$ cat config.mk
export PLATFORM = sky130hd
export DESIGN_NAME = dfm_fifo
export DESIGN_NICKNAME = d
export VERILOG_FILES = /design/src/design/dfm_fifo.sv
export SDC_FILE = /design/constraint.sdc
export NUM_CORES = 1
export LEC_CHECK = 0
export BUFFER_PORTS_ARGS = -buffer_cell sky130_fd_sc_hd__buf_2
export CAP_MARGIN = 20
export CORE_MARGIN = 4
export CORE_UTILIZATION = 44
export CTS_CLUSTER_DIAMETER = 100
export CTS_CLUSTER_SIZE = 8
export DETAILED_ROUTE_END_ITERATION = 10
export PLACE_DENSITY_LB_ADDON = 0.3
export SLEW_MARGIN = 25
export SYNTH_ARGS = -nofsm -noshare
export SYNTH_HDL_FRONTEND = slang
export SYNTH_SLANG_ARGS = --single-unit
$ cat constraint.sdc
create_clock -name clock -period 1.5 [get_ports clock]
set_input_delay 0.225 -clock clock [delete_from_list [all_inputs] [get_ports clock]]
set_output_delay 0.225 -clock clock [all_outputs]
set_load 0.03 [all_outputs]
$ cat src/design/dfm_fifo.sv
// Small synchronous FIFO used between front and back and on the result side.
// No package dependencies.
module dfm_fifo #(
   parameter int WIDTH = 8,
   parameter int DEPTH = 2
) (
   input  logic             clock,
   input  logic             reset,
   input  logic             push,
   input  logic [WIDTH-1:0] push_data,
   output logic             full,
   input  logic             pop,
   output logic [WIDTH-1:0] pop_data,
   output logic             empty
);

   localparam int PW = (DEPTH > 1) ? $clog2(DEPTH) : 1;
   localparam int CW = $clog2(DEPTH + 1);
   localparam logic [PW-1:0] LAST_PTR = PW'(DEPTH - 1);
   localparam logic [CW-1:0] FULL_CNT = CW'(DEPTH);

   logic [WIDTH-1:0] mem_ff [DEPTH];
   logic [PW-1:0]    wr_ptr_ff, wr_ptr_in;
   logic [PW-1:0]    rd_ptr_ff, rd_ptr_in;
   logic [CW-1:0]    cnt_ff, cnt_in;
   logic             do_push, do_pop;

   assign full     = (cnt_ff == FULL_CNT);
   assign empty    = (cnt_ff == '0);
   assign do_push  = push && !full;
   assign do_pop   = pop && !empty;
   assign pop_data = mem_ff[rd_ptr_ff];

   always_comb begin
      wr_ptr_in = wr_ptr_ff;
      rd_ptr_in = rd_ptr_ff;
      cnt_in    = cnt_ff;
      if (do_push) begin
         wr_ptr_in = (wr_ptr_ff == LAST_PTR) ? '0 : wr_ptr_ff + 1'b1;
      end
      if (do_pop) begin
         rd_ptr_in = (rd_ptr_ff == LAST_PTR) ? '0 : rd_ptr_ff + 1'b1;
      end
      if (do_push && !do_pop) begin
         cnt_in = cnt_ff + 1'b1;
      end else if (do_pop && !do_push) begin
         cnt_in = cnt_ff - 1'b1;
      end
   end

   always_ff @(posedge clock) begin
      if (reset) begin
         wr_ptr_ff <= '0;
         rd_ptr_ff <= '0;
         cnt_ff    <= '0;
      end else begin
         wr_ptr_ff <= wr_ptr_in;
         rd_ptr_ff <= rd_ptr_in;
         cnt_ff    <= cnt_in;
      end
   end

   always_ff @(posedge clock) begin
      if (do_push) begin
         mem_ff[wr_ptr_ff] <= push_data;
      end
   end

endmodule

==> impl.org <==
** Setup path
- Category of the critical setup timing path :: flip-flop to flip-flop
- Together, buffers and inverters on the worst path number 1.
- Walking the worst path, the cells encountered are nor2b_4 -> nor2_1 -> ha_1 -> buf_4 -> o21ai_0 -> a21oi_2.
- At the worst endpoint, the arrival time is 1640 ps.
- Cell family with most CP delay :: flip-flops
- Maximum single-stage delay on the critical path :: 370 ps
- The largest individual stage delay along the critical path comes from the cell sky130_fd_sc_hd__dfxtp_2.
- Worst Path Required :: 1680 ps
- STA classifies the critical path endpoint as a flip-flop.
- Of all nets on the critical path, the largest fanout is 5.
- Startpoint kind of the worst setup timing path :: flip-flop

** Clock network
- Clock tree synthesis inserted a total of 3 buffers.
- Clk root buf :: sky130_fd_sc_hd__clkbuf_4
- Clock sink total :: 21
- After clock tree synthesis, the clock-pin slew on the worst setup and hold paths is 100 ps.
- The clock passes through at most 2 buffers.
- Hold_buf cts :: 0
- Clock tree from TritonCTS :: built
- Number of H-tree levels :: 1
- Worst skew pair latency :: 290 ps

** Die
- Die X-Extent :: 50.5 µm
- Full die area :: 0.00255 mm²
- The floorplan step set the die height to 50.5 µm.
- Floorplan Core Area :: 0.00173 mm²
- For this configuration, the core starts out at a cell density of 45.9%.
- The floorplan has 15 rows.
- In this run the count of I/O pins placed on the die edge is 22.

** Drt
- First-pass iteration count of the detailed router :: 2
- After detailed routing, the number of vias per cell comes to 4.71.
- The detail route stage leaves a number of antenna-violating nets equal to 0.
- Dividing the detail-routed wire length by the instance count gives 12.2 µm.
- Wirelength, routed :: 1250 µm
- Summing over every cut layer, the via total after detailed routing is 480.
- Initial DRC count :: 1
- In the routed design, unresolved DRC markers number 0.

** Timing
- Crit path time final :: 1460 ps
- Setup repair after global routing could not meet its margin everywhere.
- Setup violations remaining at the end of the flow were counted as 0.
- Final hold violation count :: 0
- Worst slew slack as a fraction of its limit :: 78.7%
- Post-route clock period utilization :: 97.3%
- Static timing analysis puts the maximum clock frequency at 0.685 GHz.
- The worst path meets setup with 40.8 ps of slack.
- Across the routed clock network, the largest skew measured is 1.14 ps.
- The total count of max-transition violations in the final report was 0.
- For the pin with the worst max-slew slack, the measured transition is 319 ps.

** Layout
- Post-route design area :: 0.00104 mm²
- The area growth from synthesis to layout is 31.4%.
- The post-route netlist has 51.9% of its cells at a drive strength greater than 1.
- Fill cells :: 151
- After the last flow step, the layout net total stands at 91.
- Core occupancy in the finished layout :: 60.4%
- Antenna diode instance count :: 0

** Hold path
- Class of the tightest hold or removal check :: primary input to flip-flop

** Synthesis
- Sequential cell area fraction in the yosys report :: 73.2%
- Mean area per synthesized cell :: 15.9 µm²
- FF+latch count, synth :: 21
- Count of unique library cells instantiated by Yosys :: 13
- Instance count of the mapped netlist :: 50
- Combined area of all synthesized cells :: 793 µm²
- Synthesis warning total :: 0
- Post-synthesis net count :: 63

** Global route
- Via count of the first global-routing pass :: 492
- The initial antenna violation count came to 0.
- Wire length of the first global-routing pass :: 2110 µm
- All-layer global routing usage :: 11.4%
- Summed over all layers, the global routing overflow is 0.
- Entering global routing, the biggest net connects 12 pins.

** Power and ir drop
- In this run the power density over the cells is 1790 mW/mm².
- Max VDD drop :: 1.02 mV
- Summed over all cells, the static leakage comes to 0.432 nW.

** Placement
- The count of buffers added on input and output ports is 21.
- Instance area at placement :: 947 µm²
- At the placement stage, the worst setup path has a slack of -8.05 ps.
- Total half-perimeter wirelength after legalization and detailed placement :: 920 µm
- Final weighted congestion in routability-driven placement :: 0.636

** Run status
- Outcome :: complete, no violations

** Run
- The tool flagged a number of max-cap violations equal to 0.
-- per-layer routing --
layer | routed length (µm) | vias to the layer above | track usage [%]
met4 | 27 | 0 | 5.38
met2 | 650 | 16 | 18.7
met3 | 68 | 4 | 2.67
met5 | 0 | - | 0
li1 | - | 237 | -
met1 | 500 | 223 | 14.1
-- layout by cell type, fill, tap and decap left out, drive strengths merged --
cell type and n:
buf 24, nor2b 1, and2 1, nor2 5
mux2 8, o21ai 3, a21oi 2, inv 2
or3 2, edfxtp 16, clkbuf 4, xor2 3
ha 1, dfxtp 5
-- where the power goes --
group	leakage [nW]	internal (mW)	switching, mW
logic	0.225	0.362	0.404
clock network	0.0150	0.103	0.149
registers	0.192	0.754	0.0942
-- logic make-up (layout without fill, tap and decap cells) --
kind of cell    Yosys count  after routing  synth area share (%)
flops                    21             21                  73.2
simple gates              9              9                  5.84
mux                       8              8                  11.4
compound gates            5              5                  3.15
xor+xnor                  3              3                  3.31
buf+inv                   3             30                  1.58
fa+ha+maj                 1              1                  1.58
-- area by class of cell --
type | count | area, µm² | area share, %
Multi-Input combinational cell | 26 | 239 | 22.9
Timing Repair Buffer | 24 | 151 | 14.5
Clock buffer | 4 | 26.3 | 2.52
Tap cell | 25 | 31.3 | 3.00
Sequential cell | 21 | 587 | 56.3
Inverter | 2 | 7.51 | 0.720
-- path summary, 6_finish.rpt --
kind	from	end	slack [ps]	cells after the start
setup / recovery	cnt_ff[1]$_SDFFE_PP0P_	cnt_ff[1]$_SDFFE_PP0P_	40	6
hold / removal	push_data[4]	mem_ff[0][4]$_DFFE_PP_	120	1
setup reg to reg	cnt_ff[1]$_SDFFE_PP0P_	cnt_ff[1]$_SDFFE_PP0P_	40	6
hold reg to reg	wr_ptr_ff$_SDFFE_PP0N_	wr_ptr_ff$_SDFFE_PP0N_	510	2
-- metrics by stage --
stage | power (mW) | std cells | TNS (ps) | hold WS [ps]
after global placement | 1.46 | 97 | 0 | 413
after CTS | 1.75 | 101 | 0 | 110
final | 1.87 | 102 | 0 | 118
after detailed placement | 1.49 | 97 | -8.05 | 417
after global routing | 1.98 | 102 | -63.2 | 99.2
after floorplan | 1.31 | 50 | -19.9 | 287
-- Yosys cell counts, drive strengths merged --
cell type / n / share of area (%)
edfxtp: 16 / 61
dfxtp: 5 / 13
o21ai: 3 / 1.9
buf: 1 / 0.63
nor2b: 1 / 1.1
and2: 1 / 0.79
xor2: 3 / 3.3
ha: 1 / 1.6
nor2: 5 / 2.4
or3: 2 / 1.6
inv: 2 / 0.95
mux2: 8 / 11
a21oi: 2 / 1.3
-- sequential cells by signal, indices dropped and copies added, names as in the netlist, named ones only --
signal,cells
mem_ff,16
wr_ptr_ff,1
cnt_ff,2
rd_ptr_ff,1
-- timing repair --
action / in CTS / in global routing
endpoints found under the hold margin: 0 / 0
setup endpoints to repair: 9 / 9
cloned: 0 / 0
gates resized for setup: 3 / 26
buffers inserted: 0 / 1
pin swaps: 0 / 1
No activity file was read; power rests on OpenSTA's default activity.
