[src/design/dfm_pkg.sv]
// Shared types and constants for the duplicate feature marker.
// Used by dfm_front, dfm_back and the top module; depends on nothing.
package dfm_pkg;

   localparam int MZ_W    = 32;
   localparam int RT_W    = 32;
   localparam int MISS_W  = 16;
   localparam int ABUND_W = 32;
   localparam int IDX_W   = 10;
   localparam int CSR_W   = 32;

   // Command field codes
   localparam logic CMD_LOAD = 1'b0;
   localparam logic CMD_READ = 1'b1;

   // Classified operations handed from front to back
   localparam logic [1:0] OP_LOAD      = 2'd0;
   localparam logic [1:0] OP_LOAD_LAST = 2'd1;
   localparam logic [1:0] OP_READ      = 2'd2;

   // Configuration register indexes
   localparam logic CSR_MZ_TOL = 1'b0;
   localparam logic CSR_RT_TOL = 1'b1;

   typedef struct packed {
      logic                 cmd;
      logic [MZ_W-1:0]      feature_mz;
      logic [RT_W-1:0]      feature_rt;
      logic [MISS_W-1:0]    feature_missing;
      logic [ABUND_W-1:0]   feature_abundance;
      logic                 last_feature;
      logic [IDX_W-1:0]     read_index;
   } req_type;

   typedef struct packed {
      logic [IDX_W-1:0] flag_index;
      logic             is_duplicate;
      logic             index_valid;
   } rsp_type;

   typedef struct packed {
      logic [1:0]           op;
      logic [MZ_W-1:0]      mz;
      logic [RT_W-1:0]      rt;
      logic [MISS_W-1:0]    missing;
      logic [ABUND_W-1:0]   abundance;
      logic [IDX_W-1:0]     index;
   } op_type;

   typedef struct packed {
      logic [MZ_W-1:0] mz_tolerance;
      logic [RT_W-1:0] rt_tolerance;
   } cfg_type;

endpackage

[src/design/dfm_fifo.sv]
// Small synchronous FIFO used between front and back and on the result side.
// No package dependencies.
module dfm_fifo #(
   parameter int WIDTH = 8,
   parameter int DEPTH = 2
) (
   input  logic             clock,
   input  logic             reset,
   input  logic             push,
   input  logic [WIDTH-1:0] push_data,
   output logic             full,
   input  logic             pop,
   output logic [WIDTH-1:0] pop_data,
   output logic             empty
);

   localparam int PW = (DEPTH > 1) ? $clog2(DEPTH) : 1;
   localparam int CW = $clog2(DEPTH + 1);
   localparam logic [PW-1:0] LAST_PTR = PW'(DEPTH - 1);
   localparam logic [CW-1:0] FULL_CNT = CW'(DEPTH);

   logic [WIDTH-1:0] mem_ff [DEPTH];
   logic [PW-1:0]    wr_ptr_ff, wr_ptr_in;
   logic [PW-1:0]    rd_ptr_ff, rd_ptr_in;
   logic [CW-1:0]    cnt_ff, cnt_in;
   logic             do_push, do_pop;

   assign full     = (cnt_ff == FULL_CNT);
   assign empty    = (cnt_ff == '0);
   assign do_push  = push && !full;
   assign do_pop   = pop && !empty;
   assign pop_data = mem_ff[rd_ptr_ff];

   always_comb begin
      wr_ptr_in = wr_ptr_ff;
      rd_ptr_in = rd_ptr_ff;
      cnt_in    = cnt_ff;
      if (do_push) begin
         wr_ptr_in = (wr_ptr_ff == LAST_PTR) ? '0 : wr_ptr_ff + 1'b1;
      end
      if (do_pop) begin
         rd_ptr_in = (rd_ptr_ff == LAST_PTR) ? '0 : rd_ptr_ff + 1'b1;
      end
      if (do_push && !do_pop) begin
         cnt_in = cnt_ff + 1'b1;
      end else if (do_pop && !do_push) begin
         cnt_in = cnt_ff - 1'b1;
      end
   end

   always_ff @(posedge clock) begin
      if (reset) begin
         wr_ptr_ff <= '0;
         rd_ptr_ff <= '0;
         cnt_ff    <= '0;
      end else begin
         wr_ptr_ff <= wr_ptr_in;
         rd_ptr_ff <= rd_ptr_in;
         cnt_ff    <= cnt_in;
      end
   end

   always_ff @(posedge clock) begin
      if (do_push) begin
         mem_ff[wr_ptr_ff] <= push_data;
      end
   end

endmodule

[src/design/dfm_front.sv]
// Front end: accepts request transactions, classifies them into operations
// and queues them for the back end. Depends on dfm_pkg and dfm_fifo.
module dfm_front
   import dfm_pkg::*;
(
   input  logic    clock,
   input  logic    reset,
   input  logic    req_push,
   input  req_type req_data,
   output logic    req_full,
   input  logic    op_pop,
   output op_type  op_data,
   output logic    op_empty
);

   op_type                 op_cls;
   logic [$bits(op_type)-1:0] op_vec;

   always_comb begin
      op_cls.mz        = req_data.feature_mz;
      op_cls.rt        = req_data.feature_rt;
      op_cls.missing   = req_data.feature_missing;
      op_cls.abundance = req_data.feature_abundance;
      op_cls.index     = req_data.read_index;
      if (req_data.cmd == CMD_READ) begin
         op_cls.op = OP_READ;
      end else if (req_data.last_feature) begin
         op_cls.op = OP_LOAD_LAST;
      end else begin
         op_cls.op = OP_LOAD;
      end
   end

   dfm_fifo #(
      .WIDTH ($bits(op_type)),
      .DEPTH (4)
   ) u_op_queue (
      .clock     (clock),
      .reset     (reset),
      .push      (req_push),
      .push_data (op_cls),
      .full      (req_full),
      .pop       (op_pop),
      .pop_data  (op_vec),
      .empty     (op_empty)
   );

   assign op_data = op_vec;

endmodule

[config.mk]
export PLATFORM = sky130hd
export DESIGN_NAME = dfm_front
export DESIGN_NICKNAME = d
export VERILOG_FILES = /design/src/design/dfm_pkg.sv /design/src/design/dfm_fifo.sv /design/src/design/dfm_front.sv
export SDC_FILE = /design/constraint.sdc
export NUM_CORES = 1
export LEC_CHECK = 0
export ABC_AREA = 1
export BUFFER_PORTS_ARGS = -buffer_cell sky130_fd_sc_hd__buf_2
export CORE_MARGIN = 1
export CORE_UTILIZATION = 57
export CTS_CLUSTER_SIZE = 40
export DETAILED_ROUTE_END_ITERATION = 8
export PLACE_DENSITY = 0.79
export SETUP_SLACK_MARGIN = 0.3
export SLEW_MARGIN = 10
export SYNTH_ARGS = -nofsm -noshare
export SYNTH_HDL_FRONTEND = slang
export SYNTH_HIERARCHICAL = 1
export SYNTH_SLANG_ARGS = --single-unit
[constraint.sdc]
create_clock -name clock -period 11.6 [get_ports clock]
set_clock_uncertainty 0.15 [all_clocks]
set_input_delay 3.48 -clock clock [delete_from_list [all_inputs] [get_ports clock]]
set_output_delay 3.48 -clock clock [all_outputs]
set_load 0.02 [all_outputs]
==> results by group <==
Outcome
  – Status: finished, final reports clean

Pwr
  – Comb power frac: roughly 29%
  – P_leak: 7.62 nW
  – Total power draw: between 5 and 6 mW
  – Worst VDD drop: 190 uV
  – Flop pwr share: between 40% and 50%
  – Switching power: around 1.8 mW
  – Pint: between 3 and 4 mW
  – Clock Power Share: a little over a quarter
  – Net Sw Frac: about a third
  – PD cells: between 200 and 250 nW/um^2

Drt
  – Drt first pass iters: 5
  – ANT nets after route: 0
  – Initial DRC Count: about 960
  – Via density per instance: 5.69
  – Final WL: slightly below 40,000 um
  – Vias: about 11k
  – Wire per inst: about 20 um
  – Residual DRC: 0

Placed design
  – Post-DP Area: just over 20,000 um^2
  – Dpl cells: 1,899
  – # port buffers: approximately 250
  – DP Wirelength: 22,300 um
  – Pre-CTS WS: a little under 5 ns
  – Final RePlAce weighted congestion: between 0.7 and 0.8

Logic synthesis
  – Post-Syn Area: 18,900 um^2
  – Syn Area/Cell: 14.9 um^2
  – Synthesized Nets: 1,406
  – Synth area leaders: edfxtp_1, nor2_1, o22ai_1, o21ai_0, o21ai_1
  – Synthesized flop and latch total: slightly above 500
  – Synth unique cells: 23
  – Yosys top cell by area: edfxtp_1
  – Top cell type's share of synthesized area: roughly four fifths
  – Number of synthesis warnings: 6
  – Synth Instances: roughly 1.3k
  – Register area share after synthesis: 79.7%

Clock tree
  – Clk buf depth: 3
  – Root Driver: clkbuf_16
  – Post-CTS Setup Repair Bufs: 0
  – Worst-Skew Late Latency: 0.55 ns
  – Num CTS Buffers: between 40 and 50
  – Hold-fix buffers at CTS: 0
  – Post-cts sizing count: 0
  – CTS H-tree depth: 2
  – Reg clk slew, reported paths: approximately 0.060 ns
  – Clock Sinks: ~500
  – TritonCTS clock tree: done

Timing
  – Hold Slack: a little under 0.4 ns
  – Final setup margin: 4.37 ns
  – Fmax: ~140 MHz
  – Max-slew headroom: between 20 and 30%
  – Final TNS setup: 0 ns
  – Measured slew at the worst slew-check pin: 1.07 ns
  – Final hold vios: 0
  – RSZ-0062 raised after global routing: no
  – Min cycle time layout: just over 7 ns
  – Final Max Tran Viols: 0
  – # setup viols final: 0
  – Tcrit/Tclk final: between 60% and 70%

Cells and area
  – Area grow syn2layout: 15.4%
  – Nets: around 1.6k
  – Fillcell total: approximately 2.2k
  – Non-filler cells, final: approximately 2k
  – Final Util: approximately 67%
  – Layout cells sized above 1: around 22%
  – Final instance area: around 22,000 um^2

Floorplanning
  – Placeable Area: approximately 33,000 um^2
  – Die area: between 30,000 and 40,000 um^2
  – Die Span Y: between 150 and 200 um
  – # IOs: 254
  – Die W: 184 um
  – Initial Util: 58.0%
  – Row cnt: between 60 and 70

Setup path
  – Setup Crit Path Kind: reg -> out
  – CP required: roughly 8.0 ns
  – Worst setup endpoint: op_data[2]
  – R2R Setup Slk: roughly 7.8 ns
  – CP arrival: ~3.6 ns
  – Max Fanout on Critical Path: 147
  – Critical R2R Capture: u_op_queue/mem_ff[3][62]
  – Crit. End Element: output pin
  – Reg-to-Reg Start: u_op_queue/cnt_ff[0]
  – Startpoint Class: flip-flop
  – Reg2reg path depth: 6

Worst hold path
  – Hold path start: u_op_queue/cnt_ff[1]
  – Classification of the worst-slack hold path: reg -> reg

Global route
  – GR Overflow Total: 0
  – First-pass GRT wire length: around 60,000 um
  – Number of global-route vias before repair: 10.9k
  – Largest net degree at the start of global routing: 148
  – Initial antenna violation count: 16
  – GR Util All Layers: between 20 and 25%

Flow run
  – Max Cap Viol: 0
==> how the worst min path moves through the flow <==
stage,to,slack [ns],cells past startpoint
final,u_op_queue/cnt_ff[1],0.39,2
after global routing,u_op_queue/wr_ptr_ff[1],0.43,2
after CTS,u_op_queue/cnt_ff[1],0.39,2
after detailed placement,u_op_queue/cnt_ff[1],0.38,2
after global placement,flip-flop,0.36,2
after floorplan,flip-flop,0.33,2
==> routing by layer <==
| metal | vias to the layer above | track usage, % | share of wire, % |
|---|---|---|---|
| li1 | 5276 | - | - |
| met1 | 5585 | 30.4 | 41 |
| met2 | 388 | 37.3 | 48 |
| met3 | 79 | 7.09 | 8.2 |
| met4 | 18 | 7.07 | 2.1 |
| met5 | - | 0 | 0.28 |
==> placed cells by master (no fill, tap or decap), types with 2 or more instances in the layout <==
| cell type | instances |
|---|---|
| edfxtp_1 | 496 |
| nor2_1 | 261 |
| buf_2 | 253 |
| o21ai_0 | 142 |
| o22ai_1 | 124 |
| o21ai_1 | 107 |
| clkbuf_16 | 51 |
| inv_1 | 17 |
| nand2_1 | 14 |
| buf_4 | 13 |
| clkbuf_1 | 12 |
| clkinv_1 | 10 |
| clkinv_2 | 8 |
| diode_2 | 7 |
| dfxtp_1 | 7 |
| ha_1 | 6 |
| nor2_4 | 4 |
| clkinv_4 | 3 |
| inv_6 | 2 |
| a21oi_1 | 2 |
| nand3b_1 | 2 |
| dfxtp_4 | 2 |
==> cells by family (layout without fill, tap and decap cells) <==
kind of cell	Yosys count	count (layout)	share of synthesized area (%)
flops	505	505	79.7
compound gates	375	375	10.7
simple gates	284	284	5.71
buf+inv	99	373	3.29
fa+ha+maj	7	7	0.503
xor+xnor	1	1	0.0463
other cells	0	7	0
==> layout make-up <==
class / count / area (um^2) / area share [%]
Inverter: 19 / 81.3 / 0.373
Clock inverter: 25 / 159 / 0.728
Antenna cell: 7 / 17.5 / 0.0803
Multi-Input combinational cell: 667 / 3250 / 14.9
Tap cell: 442 / 553 / 2.53
Sequential cell: 505 / 15100 / 69.1
Clock buffer: 63 / 1320 / 6.05
Timing Repair Buffer: 266 / 1360 / 6.25
==> cells in the mapped netlist (all sizes together) <==
cell type / number
nor2: 266
clkbuf: 28
nand3: 1
ha: 6
a21oi: 2
dfxtp: 9
o22ai: 124
nand3b: 2
edfxtp: 496
fa: 1
buf: 52
nand4: 1
nand2: 14
inv: 19
xor2: 1
o21ai: 249
==> critical path, stage by stage, from the launching register on <==
cell and delay (ns):
dfxtp_4 0.58, inv_8 0.67, buf_4 0.88, o21ai_0 0.22, o22ai_1 0.31, buf_2 0.23
==> state kept, by name, indices dropped and copies added (netlist names), named ones only <==
register,cells
u_op_queue/wr_ptr_ff,2
u_op_queue/cnt_ff,3
u_op_queue/mem_ff,496
u_op_queue/rd_ptr_ff,2
==> power by group through the flow <==
stage          combinational [mW]  sequential, mW  clock, mW
3_3_place_gp                 1.52            2.35          0
6_report                     1.55            2.32       1.46
3_5_place_dp                 1.55            2.36          0
4_1_cts                      1.56            2.32       1.48
2_1_floorplan                1.10            2.33          0
5_1_grt                      1.68            2.34       1.55
(Power assumes the default switching activity.)
